==> src/rtl/stq_pkg.sv <==
package stq_pkg;

	localparam int ID_COUNT       = 16;
	localparam int ID_W           = 4;
	localparam int CNT_W          = 5;
	localparam int TAG_W          = 32;
	localparam int PORT_TIME_W    = 32;
	localparam int DEPTH_DEF      = 16;
	localparam int TIME_WIDTH_DEF = 32;
	localparam int IN_DATA_W      = 104;
	localparam int OUT_DATA_W     = 48;
	localparam int OUT_USER_W     = 3;

	typedef enum logic [1:0] {
		REQ_ADD    = 2'd0,
		REQ_ADJUST = 2'd1,
		REQ_DELETE = 2'd2,
		REQ_TICK   = 2'd3
	} stq_req_t;

	typedef enum logic [1:0] {
		ST_OK         = 2'd0,
		ST_FULL       = 2'd1,
		ST_NOT_ACTIVE = 2'd2,
		ST_ACTIVE     = 2'd3
	} stq_status_t;

	typedef enum logic [6:0] {
		S_IDLE   = 7'b0000001,
		S_CHECK  = 7'b0000010,
		S_FIND   = 7'b0000100,
		S_WALK   = 7'b0001000,
		S_TCOUNT = 7'b0010000,
		S_TEMIT  = 7'b0100000,
		S_RESP   = 7'b1000000
	} stq_state_t;

	typedef struct packed {
		logic        load;
		logic        pos_clr;
		logic        pos_inc;
		logic        pos_dec;
		logic        set_status;
		stq_status_t status;
		logic        write_entry;
		logic        write_exp;
		logic        remove_pos;
		logic        clr_active;
		logic        insert;
		logic        latch_fcnt;
		logic        pop;
		logic        emit_resp;
	} stq_cmd_t;

	typedef struct packed {
		stq_req_t req;
		logic     id_ok;
		logic     id_active;
		logic     full;
		logic     in_range;
		logic     le_new;
		logic     hit;
		logic     le_now;
		logic     pos_zero;
		logic     pos_one;
		logic     out_free;
	} stq_stat_t;

endpackage

==> src/rtl/stq_datapath.sv <==
module stq_datapath
	import stq_pkg::*;
#(
	parameter int DEPTH      = DEPTH_DEF,
	parameter int TIME_WIDTH = TIME_WIDTH_DEF
) (
	input  logic                  clk,
	input  logic                  arst_n,
	input  stq_cmd_t              cmd,
	output stq_stat_t             stat,
	input  logic [IN_DATA_W-1:0]  in_tdata,
	input  logic [1:0]            in_tuser,
	output logic                  out_tvalid,
	input  logic                  out_tready,
	output logic [OUT_DATA_W-1:0] out_tdata,
	output logic [OUT_USER_W-1:0] out_tuser,
	output logic                  out_tlast
);

	localparam int SLOTS = (DEPTH < ID_COUNT) ? DEPTH : ID_COUNT;
	localparam int SIW   = $clog2(SLOTS);
	localparam int EXT_W = (TIME_WIDTH > PORT_TIME_W) ? TIME_WIDTH : PORT_TIME_W;

	stq_req_t              req_q;
	logic [ID_W-1:0]       id_q;
	logic [TIME_WIDTH-1:0] exp_q;
	logic [TAG_W-1:0]      tag_q;
	logic [TIME_WIDTH-1:0] now_q;
	stq_status_t           status_q;
	logic [CNT_W-1:0]      pos_q;
	logic [CNT_W-1:0]      held_q;
	logic [CNT_W-1:0]      fcnt_q;
	logic [ID_COUNT-1:0]   act_q;
	logic [ID_W-1:0]       slot_q [SLOTS];
	logic [TIME_WIDTH-1:0] exp_mem_q [ID_COUNT];
	logic [TAG_W-1:0]      tag_mem_q [ID_COUNT];

	logic                  ovalid_q;
	stq_status_t           ostatus_q;
	logic                  ofired_q;
	logic [ID_W-1:0]       oid_q;
	logic [TAG_W-1:0]      otag_q;
	logic                  olast_q;
	logic [CNT_W-1:0]      ocnt_q;

	logic [EXT_W-1:0]      exp_ext;
	logic [EXT_W-1:0]      now_ext;
	logic [ID_W-1:0]       cur_id;
	logic [TIME_WIDTH-1:0] cur_exp;
	logic [ID_W-1:0]       head_id;
	logic [CNT_W-1:0]      rpos;

	assign exp_ext = EXT_W'(in_tdata[35:4]);
	assign now_ext = EXT_W'(in_tdata[99:68]);
	assign cur_id  = slot_q[pos_q[SIW-1:0]];
	assign cur_exp = exp_mem_q[cur_id];
	assign head_id = slot_q[0];
	assign rpos    = cmd.pop ? '0 : pos_q;

	always_comb begin
		stat.req       = req_q;
		stat.id_ok     = {1'b0, id_q} < CNT_W'(SLOTS);
		stat.id_active = act_q[id_q];
		stat.full      = held_q >= CNT_W'(SLOTS);
		stat.in_range  = pos_q < held_q;
		stat.le_new    = cur_exp <= exp_q;
		stat.hit       = cur_id == id_q;
		stat.le_now    = cur_exp <= now_q;
		stat.pos_zero  = pos_q == '0;
		stat.pos_one   = pos_q == CNT_W'(1);
		stat.out_free  = !ovalid_q || out_tready;
	end

	always_ff @(posedge clk or negedge arst_n) begin
		if (!arst_n) begin
			pos_q    <= '0;
			held_q   <= '0;
			act_q    <= '0;
			ovalid_q <= 1'b0;
		end else begin
			if (cmd.pos_clr) begin
				pos_q <= '0;
			end else if (cmd.pos_inc) begin
				pos_q <= pos_q + CNT_W'(1);
			end else if (cmd.pos_dec) begin
				pos_q <= pos_q - CNT_W'(1);
			end
			if (cmd.insert) begin
				held_q <= held_q + CNT_W'(1);
			end else if (cmd.remove_pos || cmd.pop) begin
				held_q <= held_q - CNT_W'(1);
			end
			if (cmd.write_entry) begin
				act_q[id_q] <= 1'b1;
			end else if (cmd.clr_active) begin
				act_q[id_q] <= 1'b0;
			end else if (cmd.pop) begin
				act_q[head_id] <= 1'b0;
			end
			if (cmd.emit_resp || cmd.pop) begin
				ovalid_q <= 1'b1;
			end else if (out_tready) begin
				ovalid_q <= 1'b0;
			end
		end
	end

	always_ff @(posedge clk) begin
		if (cmd.load) begin
			req_q <= stq_req_t'(in_tuser);
			id_q  <= in_tdata[3:0];
			exp_q <= exp_ext[TIME_WIDTH-1:0];
			tag_q <= in_tdata[67:36];
			now_q <= now_ext[TIME_WIDTH-1:0];
		end
		if (cmd.set_status) begin
			status_q <= cmd.status;
		end
		if (cmd.latch_fcnt) begin
			fcnt_q <= held_q - pos_q;
		end
		if (cmd.write_entry || cmd.write_exp) begin
			exp_mem_q[id_q] <= exp_q;
		end
		if (cmd.write_entry) begin
			tag_mem_q[id_q] <= tag_q;
		end
		for (int i = 0; i < SLOTS; i++) begin
			if (cmd.insert) begin
				if (CNT_W'(i) == pos_q) begin
					slot_q[i] <= id_q;
				end else if (CNT_W'(i) > pos_q) begin
					slot_q[i] <= slot_q[(i == 0) ? 0 : i - 1];
				end
			end else if (cmd.remove_pos || cmd.pop) begin
				if (CNT_W'(i) >= rpos && i < SLOTS - 1) begin
					slot_q[i] <= slot_q[(i == SLOTS - 1) ? i : i + 1];
				end
			end
		end
		if (cmd.pop) begin
			ostatus_q <= ST_OK;
			ofired_q  <= 1'b1;
			oid_q     <= head_id;
			otag_q    <= tag_mem_q[head_id];
			olast_q   <= pos_q == CNT_W'(1);
			ocnt_q    <= fcnt_q;
		end else if (cmd.emit_resp) begin
			ostatus_q <= status_q;
			ofired_q  <= 1'b0;
			oid_q     <= '0;
			otag_q    <= '0;
			olast_q   <= 1'b1;
			ocnt_q    <= held_q;
		end
	end

	assign out_tvalid = ovalid_q;
	assign out_tdata  = {{(OUT_DATA_W - CNT_W - TAG_W - ID_W){1'b0}}, ocnt_q, otag_q, oid_q};
	assign out_tuser  = {ofired_q, ostatus_q};
	assign out_tlast  = olast_q;

endmodule

==> src/rtl/stq_ctrl.sv <==
module stq_ctrl
	import stq_pkg::*;
(
	input  logic      clk,
	input  logic      arst_n,
	input  logic      in_valid,
	output logic      in_ready,
	input  stq_stat_t stat,
	output stq_cmd_t  cmd
);

	stq_state_t state_q;
	stq_state_t state_d;

	always_ff @(posedge clk or negedge arst_n) begin
		if (!arst_n) begin
			state_q <= S_IDLE;
		end else begin
			state_q <= state_d;
		end
	end

	assign in_ready = state_q == S_IDLE;

	always_comb begin
		cmd     = '0;
		state_d = state_q;
		case (state_q)
			S_IDLE: begin
				if (in_valid) begin
					cmd.load = 1'b1;
					state_d  = S_CHECK;
				end
			end
			S_CHECK: begin
				cmd.set_status = 1'b1;
				cmd.status     = ST_OK;
				cmd.pos_clr    = 1'b1;
				case (stat.req)
					REQ_ADD: begin
						if (!stat.id_ok || (stat.full && !stat.id_active)) begin
							cmd.status = ST_FULL;
							state_d    = S_RESP;
						end else if (stat.id_active) begin
							cmd.status = ST_ACTIVE;
							state_d    = S_RESP;
						end else begin
							cmd.write_entry = 1'b1;
							state_d         = S_WALK;
						end
					end
					REQ_ADJUST, REQ_DELETE: begin
						if (!stat.id_ok || !stat.id_active) begin
							cmd.status = ST_NOT_ACTIVE;
							state_d    = S_RESP;
						end else begin
							state_d = S_FIND;
						end
					end
					default: begin
						state_d = S_TCOUNT;
					end
				endcase
			end
			S_FIND: begin
				if (stat.hit) begin
					cmd.remove_pos = 1'b1;
					if (stat.req == REQ_DELETE) begin
						cmd.clr_active = 1'b1;
						state_d        = S_RESP;
					end else begin
						cmd.write_exp = 1'b1;
						cmd.pos_clr   = 1'b1;
						state_d       = S_WALK;
					end
				end else begin
					cmd.pos_inc = 1'b1;
				end
			end
			S_WALK: begin
				if (stat.in_range && stat.le_new) begin
					cmd.pos_inc = 1'b1;
				end else begin
					cmd.insert = 1'b1;
					state_d    = S_RESP;
				end
			end
			S_TCOUNT: begin
				if (stat.in_range && stat.le_now) begin
					cmd.pos_inc = 1'b1;
				end else if (stat.pos_zero) begin
					state_d = S_RESP;
				end else begin
					cmd.latch_fcnt = 1'b1;
					state_d        = S_TEMIT;
				end
			end
			S_TEMIT: begin
				if (stat.out_free) begin
					cmd.pop     = 1'b1;
					cmd.pos_dec = 1'b1;
					if (stat.pos_one) begin
						state_d = S_IDLE;
					end
				end
			end
			S_RESP: begin
				if (stat.out_free) begin
					cmd.emit_resp = 1'b1;
					state_d       = S_IDLE;
				end
			end
			default: begin
				state_d = S_IDLE;
			end
		endcase
	end

endmodule

==> src/rtl/sorted_timer_queue_top.sv <==
// An add walks the slot row to its place; an adjust searches for the handle, then walks;
// a delete searches and removes. A tick counts its expired timers before its first result,
// then gives one expired timer per cycle while the output is taken.
// Requests are taken one at a time: a new one is accepted only once the controller is
// back in idle.
// Reset (arst_n low, asynchronous): no timers held, output empty, controller idle.
module sorted_timer_queue_top
	import stq_pkg::*;
#(
	parameter int DEPTH      = DEPTH_DEF,
	parameter int TIME_WIDTH = TIME_WIDTH_DEF
) (
	input  logic                  clk,
	input  logic                  arst_n,
	input  logic                  s_tvalid,
	output logic                  s_tready,
	// timer_id[3:0], expiry_time[35:4], user_tag[67:36], current_time[99:68], zeros above
	input  logic [IN_DATA_W-1:0]  s_tdata,
	// req_type[1:0]
	input  logic [1:0]            s_tuser,
	output logic                  m_tvalid,
	input  logic                  m_tready,
	// fired_id[3:0], fired_tag[35:4], active_count[40:36], zeros above
	output logic [OUT_DATA_W-1:0] m_tdata,
	// status[1:0], fired[2]
	output logic [OUT_USER_W-1:0] m_tuser,
	output logic                  m_tlast
);

	// The controller sequences each request through check, search, walk, count
	// and emit steps. The datapath keeps the handles in expiry order in a slot
	// row and shifts the slots past an insert or a removal by one place, while
	// the pointer steps through the row one slot per cycle comparing expiries.
	stq_cmd_t  cmd;
	stq_stat_t stat;

	stq_ctrl u_ctrl (
		.clk      (clk),
		.arst_n   (arst_n),
		.in_valid (s_tvalid),
		.in_ready (s_tready),
		.stat     (stat),
		.cmd      (cmd)
	);

	// The result register lets the last beat wait for the sink while the
	// controller returns to idle and takes the next request.
	stq_datapath #(
		.DEPTH      (DEPTH),
		.TIME_WIDTH (TIME_WIDTH)
	) u_dp (
		.clk        (clk),
		.arst_n     (arst_n),
		.cmd        (cmd),
		.stat       (stat),
		.in_tdata   (s_tdata),
		.in_tuser   (s_tuser),
		.out_tvalid (m_tvalid),
		.out_tready (m_tready),
		.out_tdata  (m_tdata),
		.out_tuser  (m_tuser),
		.out_tlast  (m_tlast)
	);

endmodule

==> config.mk <==
export PLATFORM = sky130hd
export DESIGN_NAME = sorted_timer_queue_top
export DESIGN_NICKNAME = d
export VERILOG_FILES = /design/src/rtl/stq_pkg.sv /design/src/rtl/stq_datapath.sv /design/src/rtl/stq_ctrl.sv /design/src/rtl/sorted_timer_queue_top.sv
export SDC_FILE = /design/constraint.sdc
export NUM_CORES = 2
export LEC_CHECK = 0
export ABC_AREA = 1
export BUFFER_PORTS_ARGS = -buffer_cell sky130_fd_sc_hd__buf_2
export CAP_MARGIN = 15
export CORE_MARGIN = 5
export CORE_UTILIZATION = 30
export CTS_BUF_LIST = sky130_fd_sc_hd__clkbuf_8
export DETAILED_ROUTE_END_ITERATION = 10
export MAX_ROUTING_LAYER = met4
export PLACE_DENSITY = 0.51
export SYNTH_ARGS = -nofsm -noshare
export SYNTH_HDL_FRONTEND = slang
export SYNTH_HIERARCHICAL = 1
export SYNTH_SLANG_ARGS = --single-unit
==> constraint.sdc <==
create_clock -name clk -period 6.4 [get_ports clk]
set_clock_uncertainty 0.1 [all_clocks]
set_input_delay 0.96 -clock clk [delete_from_list [all_inputs] [get_ports clk]]
set_output_delay 0.96 -clock clk [all_outputs]
set_load 0.005 [all_outputs]
* Word level (Yosys, flattened, before mapping)
Memory sizes are Yosys's and may differ from the RTL's.
Index checks and enable logic that the tools add are counted.
** Cells by class
- $add $sub $neg :: 5
- $lt $le $gt $ge :: 39
- Equal/unequal tests :: 33
- Multiplexer cells :: 274
- Bitwise logic cells :: 36
- Reductions and logical operators :: 20
** Operator list (number)
- two-way mux 1 bit :: 202
- two-way mux 4 bit :: 34
- two-way mux 7 bit :: 12
- <= comparator 32 bit :: 2
- two-way mux 32 bit :: 2
- one-hot mux 7 bit (7 select lines) :: 1
- two-way mux 16 bit :: 3
- == test 4 x 5 -> 1 bit, first input constant :: 8
- > comparator 4 x 5 -> 1 bit, first input constant :: 8
- two-way mux 5 bit :: 8
- greater-or-equal comparator 4 x 5 -> 1 bit, first input constant :: 7
- AND 16 bit :: 2
- NOT 16 bit :: 2
- OR 1 bit :: 31
- == test 3 x 5 -> 1 bit, first input constant :: 4
- greater-or-equal comparator 3 x 5 -> 1 bit, first input constant :: 4
- > comparator 3 x 5 -> 1 bit, first input constant :: 4
- OR 16 bit :: 1
- inequality test 2 bit, second input constant :: 7
- one-hot mux 7 bit (2 select lines) :: 1
- adder 5 x 1 -> 5 bit, second input constant :: 2
- == test 2 x 5 -> 1 bit, first input constant :: 2
- greater-or-equal comparator 1 x 5 -> 1 bit, first input constant :: 2
- greater-or-equal comparator 2 x 5 -> 1 bit, first input constant :: 2
- 36 further kinds :: 56
** Word-level totals
- Register bits :: 188
- Bits in writable memories :: 1088
- Word-level logic and storage cells :: 428
- Memories :: 3
** Memories
- u_dp.exp_mem_q :: words 16, bits a word 32, read ports 1, clocked after Yosys merged registers in 0, write ports 1, RTL line stq_datapath.sv:35 : logic [TIME_WIDTH-1:0] exp_mem_q [ID_COUNT];
- u_dp.tag_mem_q :: words 16, bits a word 32, read ports 1, clocked after Yosys merged registers in 0, write ports 1, RTL line stq_datapath.sv:36 : logic [TAG_W-1:0] tag_mem_q [ID_COUNT];
- u_dp.slot_q :: words 16, bits a word 4, read ports 17, clocked after Yosys merged registers in 0, write ports 16, RTL line stq_datapath.sv:34 : logic [ID_W-1:0] slot_q [SLOTS];

* Logic depth before layout (Yosys ltp)
- Word-level depth :: 11
- Gate-level depth with buffers :: 39
- Gate-level depth less buffers :: 38

* By module
Netlist, hierarchy kept.
** Modules (own cells, without submodules)
- stq_datapath :: instances 1, cells each 4222, area each 53112.2 µm², sequential area each 37941.4 µm²
- stq_ctrl :: instances 1, cells each 117, area each 720.7 µm², sequential area each 176.4 µm²

* Least setup slack after synthesis
OpenSTA, ideal clock, no wires.
- Path kind :: input -> register
- Start point :: in s_tvalid
- End point :: reg u_dp.exp_q[0], enable pin
- Setup time :: 0.564 ns
- Data arrival time :: 5.224 ns
- Data required time :: 5.736 ns
- Setup slack :: 0.512 ns
- Cell stages on the path :: 2
- Cell sequence :: inv_1 -> nor2_1
** RTL lines
- start: declaration :: RTL line sorted_timer_queue_top.sv:15 : input logic s_tvalid,
- end signal: assignment :: RTL line stq_datapath.sv:112 : exp_q <= exp_ext[TIME_WIDTH-1:0];
- end: declaration :: RTL line stq_datapath.sv:26 : logic [TIME_WIDTH-1:0] exp_q;

==> key figures <==
Run
  – Number of max-cap violations: 0

Drt
  – DR iter-0 viols: 3099
  – Drt pass-1 iters: 5
  – Vias: 36100
  – Vias per cell: 4.99
  – WL final: 156000 um
  – DRT antenna net count: 0
  – DRC errors left: 0
  – Per-cell routed wire length: 21.6 um

Timing
  – Max Transition Viols Final: 0
  – Top achievable clock speed: 170 MHz
  – Setup TNS: 0 ns
  – Worst hold slack: 0.117 ns
  – Final hold viol count: 0
  – Final period util: 91.9%
  – Final setup vio count: 0
  – Relative slew slack: 24.5%
  – Min cycle time layout: 5.88 ns
  – Worst-Margin Slew: 1.13 ns

Status
  – Status: finished clean

Global route
  – Total GRT Usage: 16.8%
  – Pin count of the biggest net entering global routing: 184
  – Met1 Track Usage GR: 21.5%
  – Busiest grt layer: met2
  – Congestion Overflow GR: 0
  – Met3 GRT Util: 2.67%
  – First-pass GRT wire length: 231000 um
  – Initial antenna violation count: 6
  – Met2 Track Usage GR: 27.4%
  – Vias in the first global route: 35800

Floorplan
  – Core area: 178000 um2
  – # rows: 155
  – Initial core utilization: 30.2%
  – Die height: 434 um
  – Boundary Pins: 164
  – Die width: 434 um
  – Area of the die: 188000 um2

Setup path
  – Worst r2r path cells: 34
  – CP Max Fanout: 50
  – Crit path DAT: 6.46 ns
  – R2R setup slack: 0.52 ns
  – Crit path max-delay cell type: buf_4
  – Crit-path max cell delay: 0.55 ns
  – Most frequent CP cell: nand2_1
  – Worst Setup EP: u_dp/slot_q[12][0]
  – Worst setup EP type: register
  – CP top delay family: simple AND/OR/NAND/NOR gates
  – Critical path origin: u_dp/pos_q[0]
  – RR Endpoint: u_dp/slot_q[12][0]
  – WP data required: 6.98 ns
  – WS Path Type: reg2reg
  – WP buf/inv: 7
  – CP Depth: 34
  – FF-to-FF Start: u_dp/pos_q[0]
  – Startpoint types: register

Yosys
  – Syn Std Cell Area: 53800 um2
  – Yosys warns: 6
  – Post-Synth Adder-Cell Area: 1.93%
  – Cell taking the most area after synthesis: edfxtp_1
  – Yosys cell types: 60
  – Register area share after synthesis: 70.8%
  – XOR/XNOR Fraction of Synth Area: 0.163%
  – Synth Register Bits: 1276
  – Share of the synthesized area in the top cell type: 69.1%
  – Synth Instances: 4339
  – Post-synthesis simple-gate area fraction: 16.6%
  – Combinational family with the most area after synthesis: simple AND/OR/NAND/NOR gates
  – Mux share of post-synthesis cell area: 0%
  – Post-synth EDFFs: 1239
  – Area contributors post-synth: edfxtp_1 69%, nand3_1 9.9%, nand2_1 4.4%
  – Most common cell in the netlist: edfxtp_1
  – Synthesized area per cell: 12.4 um2
  – Synth Area in Compound Gates: 6.11%
  – Primary FF master, synth: edfxtp_1
  – Post-synth ARST share: 2.66%
  – Post-synth top cells: 1239 x edfxtp_1, 1067 x nand3_1, 635 x nand2_1, 223 x inv_1, 155 x nor2_1

Finish
  – Final cell count without fillers: 7226
  – Final core occ: 35.3%
  – Proportion of layout cells with a drive suffix above 1: 14.9%
  – Synth-to-Final Area Change: 17.1%
  – Post-route cell area: 63000 um2
  – # nets final: 4892

CTS
  – H-tree lvl count: 4
  – Worst skew pair latency: 0.96 ns
  – Root Driver: clkbuf_8
  – Clock transition at the registers of the reported paths: 0.06 ns
  – Sinks on Clock Net: 1276
  – Max clock buf depth: 3
  – CTS tree: done
  – CTS Buf Count: 218

Placed design
  – Post-DP Area: 58300 um2
  – IO buf count: 152
  – Cell Count Post-Placement: 6774
  – HPWL Detailed: 84100 um
  – Gpl congestion: 0.840

Power and ir drop
  – Power per Cell Area: 395 nW/um2
  – LEAKAGE: 22.5 nW
  – Worst VDD drop: 0.267 mV

Hold path
  – Hold Crit Class: in2reg
[routing by layer]
layer  part of all wire [%]  vias to the layer above  wire length (um)
li1                       -                    16800                 -
met1                     43                    18000             67500
met2                     49                     1066             75900
met3                    5.1                      257              8010
met4                    2.8                        0              4410
met5                      0                        -                 0
[power by group]
| group | switching, W | internal [W] |
|---|---|---|
| sequential | 0.000442 | 0.00978 |
| combinational | 0.00503 | 0.00270 |
| clock | 0.00344 | 0.00349 |
| total | 0.00891 | 0.0160 |
[cell usage in the layout, fill, tap and decap left out, types with 4 or more instances in the layout]
cell type      count
edfxtp_1        1239
nand3_1         1067
nand2_1          631
inv_1            297
clkbuf_8         218
buf_4            155
buf_2            152
a22oi_1          136
nor2_1           118
o21ai_0           93
ha_1              80
a21oi_1           73
a31oi_1           65
dlygate4sd3_1     58
clkinv_1          55
nor2_4            39
buf_12            37
nor3_1            31
dfrtp_1           30
o211ai_1          30
o22ai_1           27
clkinv_2          20
a41oi_1           17
or2_2             16
inv_2             15
o21ai_1           13
nand4_1           13
nor2_2            11
a2bb2oi_1         11
o21a_1            10
xor2_1             8
conb_1             8
bufinv_16          7
nand2_2            7
diode_2            5
inv_12             5
nand2_4            4
nand3b_1           4
o221ai_1           4
o311ai_0           4
[cells by family (layout without fill, tap and decap cells)]
| group | Yosys count | in the layout |
|---|---|---|
| AND/OR/NAND/NOR | 1951 | 1951 |
| other | 2 | 13 |
| AO/OA/AOI/OAI | 503 | 503 |
| flip-flops | 1276 | 1276 |
| buffers and inverters | 515 | 1036 |
| adder cells (fa/ha/maj) | 82 | 82 |
| XOR/XNOR | 10 | 10 |
[how the worst min path moves through the flow]
stage                        from             end  depth (start not counted)
floorplan           u_dp/ofired_q   u_dp/ofired_q                          2
global placement    u_dp/ofired_q   u_dp/ofired_q                          2
detailed placement  u_dp/ofired_q   u_dp/ofired_q                          2
CTS                   s_tdata[20]  u_dp/exp_q[16]                          1
global route          s_tdata[43]   u_dp/tag_q[7]                          1
finish                s_tdata[20]  u_dp/exp_q[16]                          1
[repair_timing]
item / CTS / global route
setup buffers: 0 / 2
hold endpoints to repair: 58 / 0
hold buffers: 58 / 0
resized for setup: 0 / 9
endpoints found under the setup margin: 0 / 69
[area by class of cell]
type                    count  area (um2)
diodes                      5        12.5
clock buffers             218        3000
clock inverters           168        1020
fillers                 17500      115000
inverters                 245         927
multi-input cells        2554       13700
flip-flops and latches   1276       38100
well taps                2355        2950
repair buffers            405        3290
[through the flow]
stage	worst slack, ns	power [W]
floorplan	0.512	0.0153
global placement	0.254	0.0180
detailed placement	0.215	0.0181
CTS	0.192	0.0251
global route	-0.00491	0.0265
finish	0.520	0.0249
[state kept, by name (all words and copies together), names as in the netlist, 2 cells and up]
name            count
u_ctrl/state_q      7
u_dp/act_q         16
u_dp/exp_mem_q    512
u_dp/exp_q         32
u_dp/fcnt_q         5
u_dp/held_q         5
u_dp/id_q           4
u_dp/now_q         32
u_dp/ocnt_q         5
u_dp/oid_q          4
u_dp/ostatus_q      2
u_dp/otag_q        32
u_dp/pos_q          5
u_dp/req_q          2
u_dp/slot_q        64
u_dp/status_q       2
u_dp/tag_mem_q    512
u_dp/tag_q         32
Power figures use the tool's default switching activity.
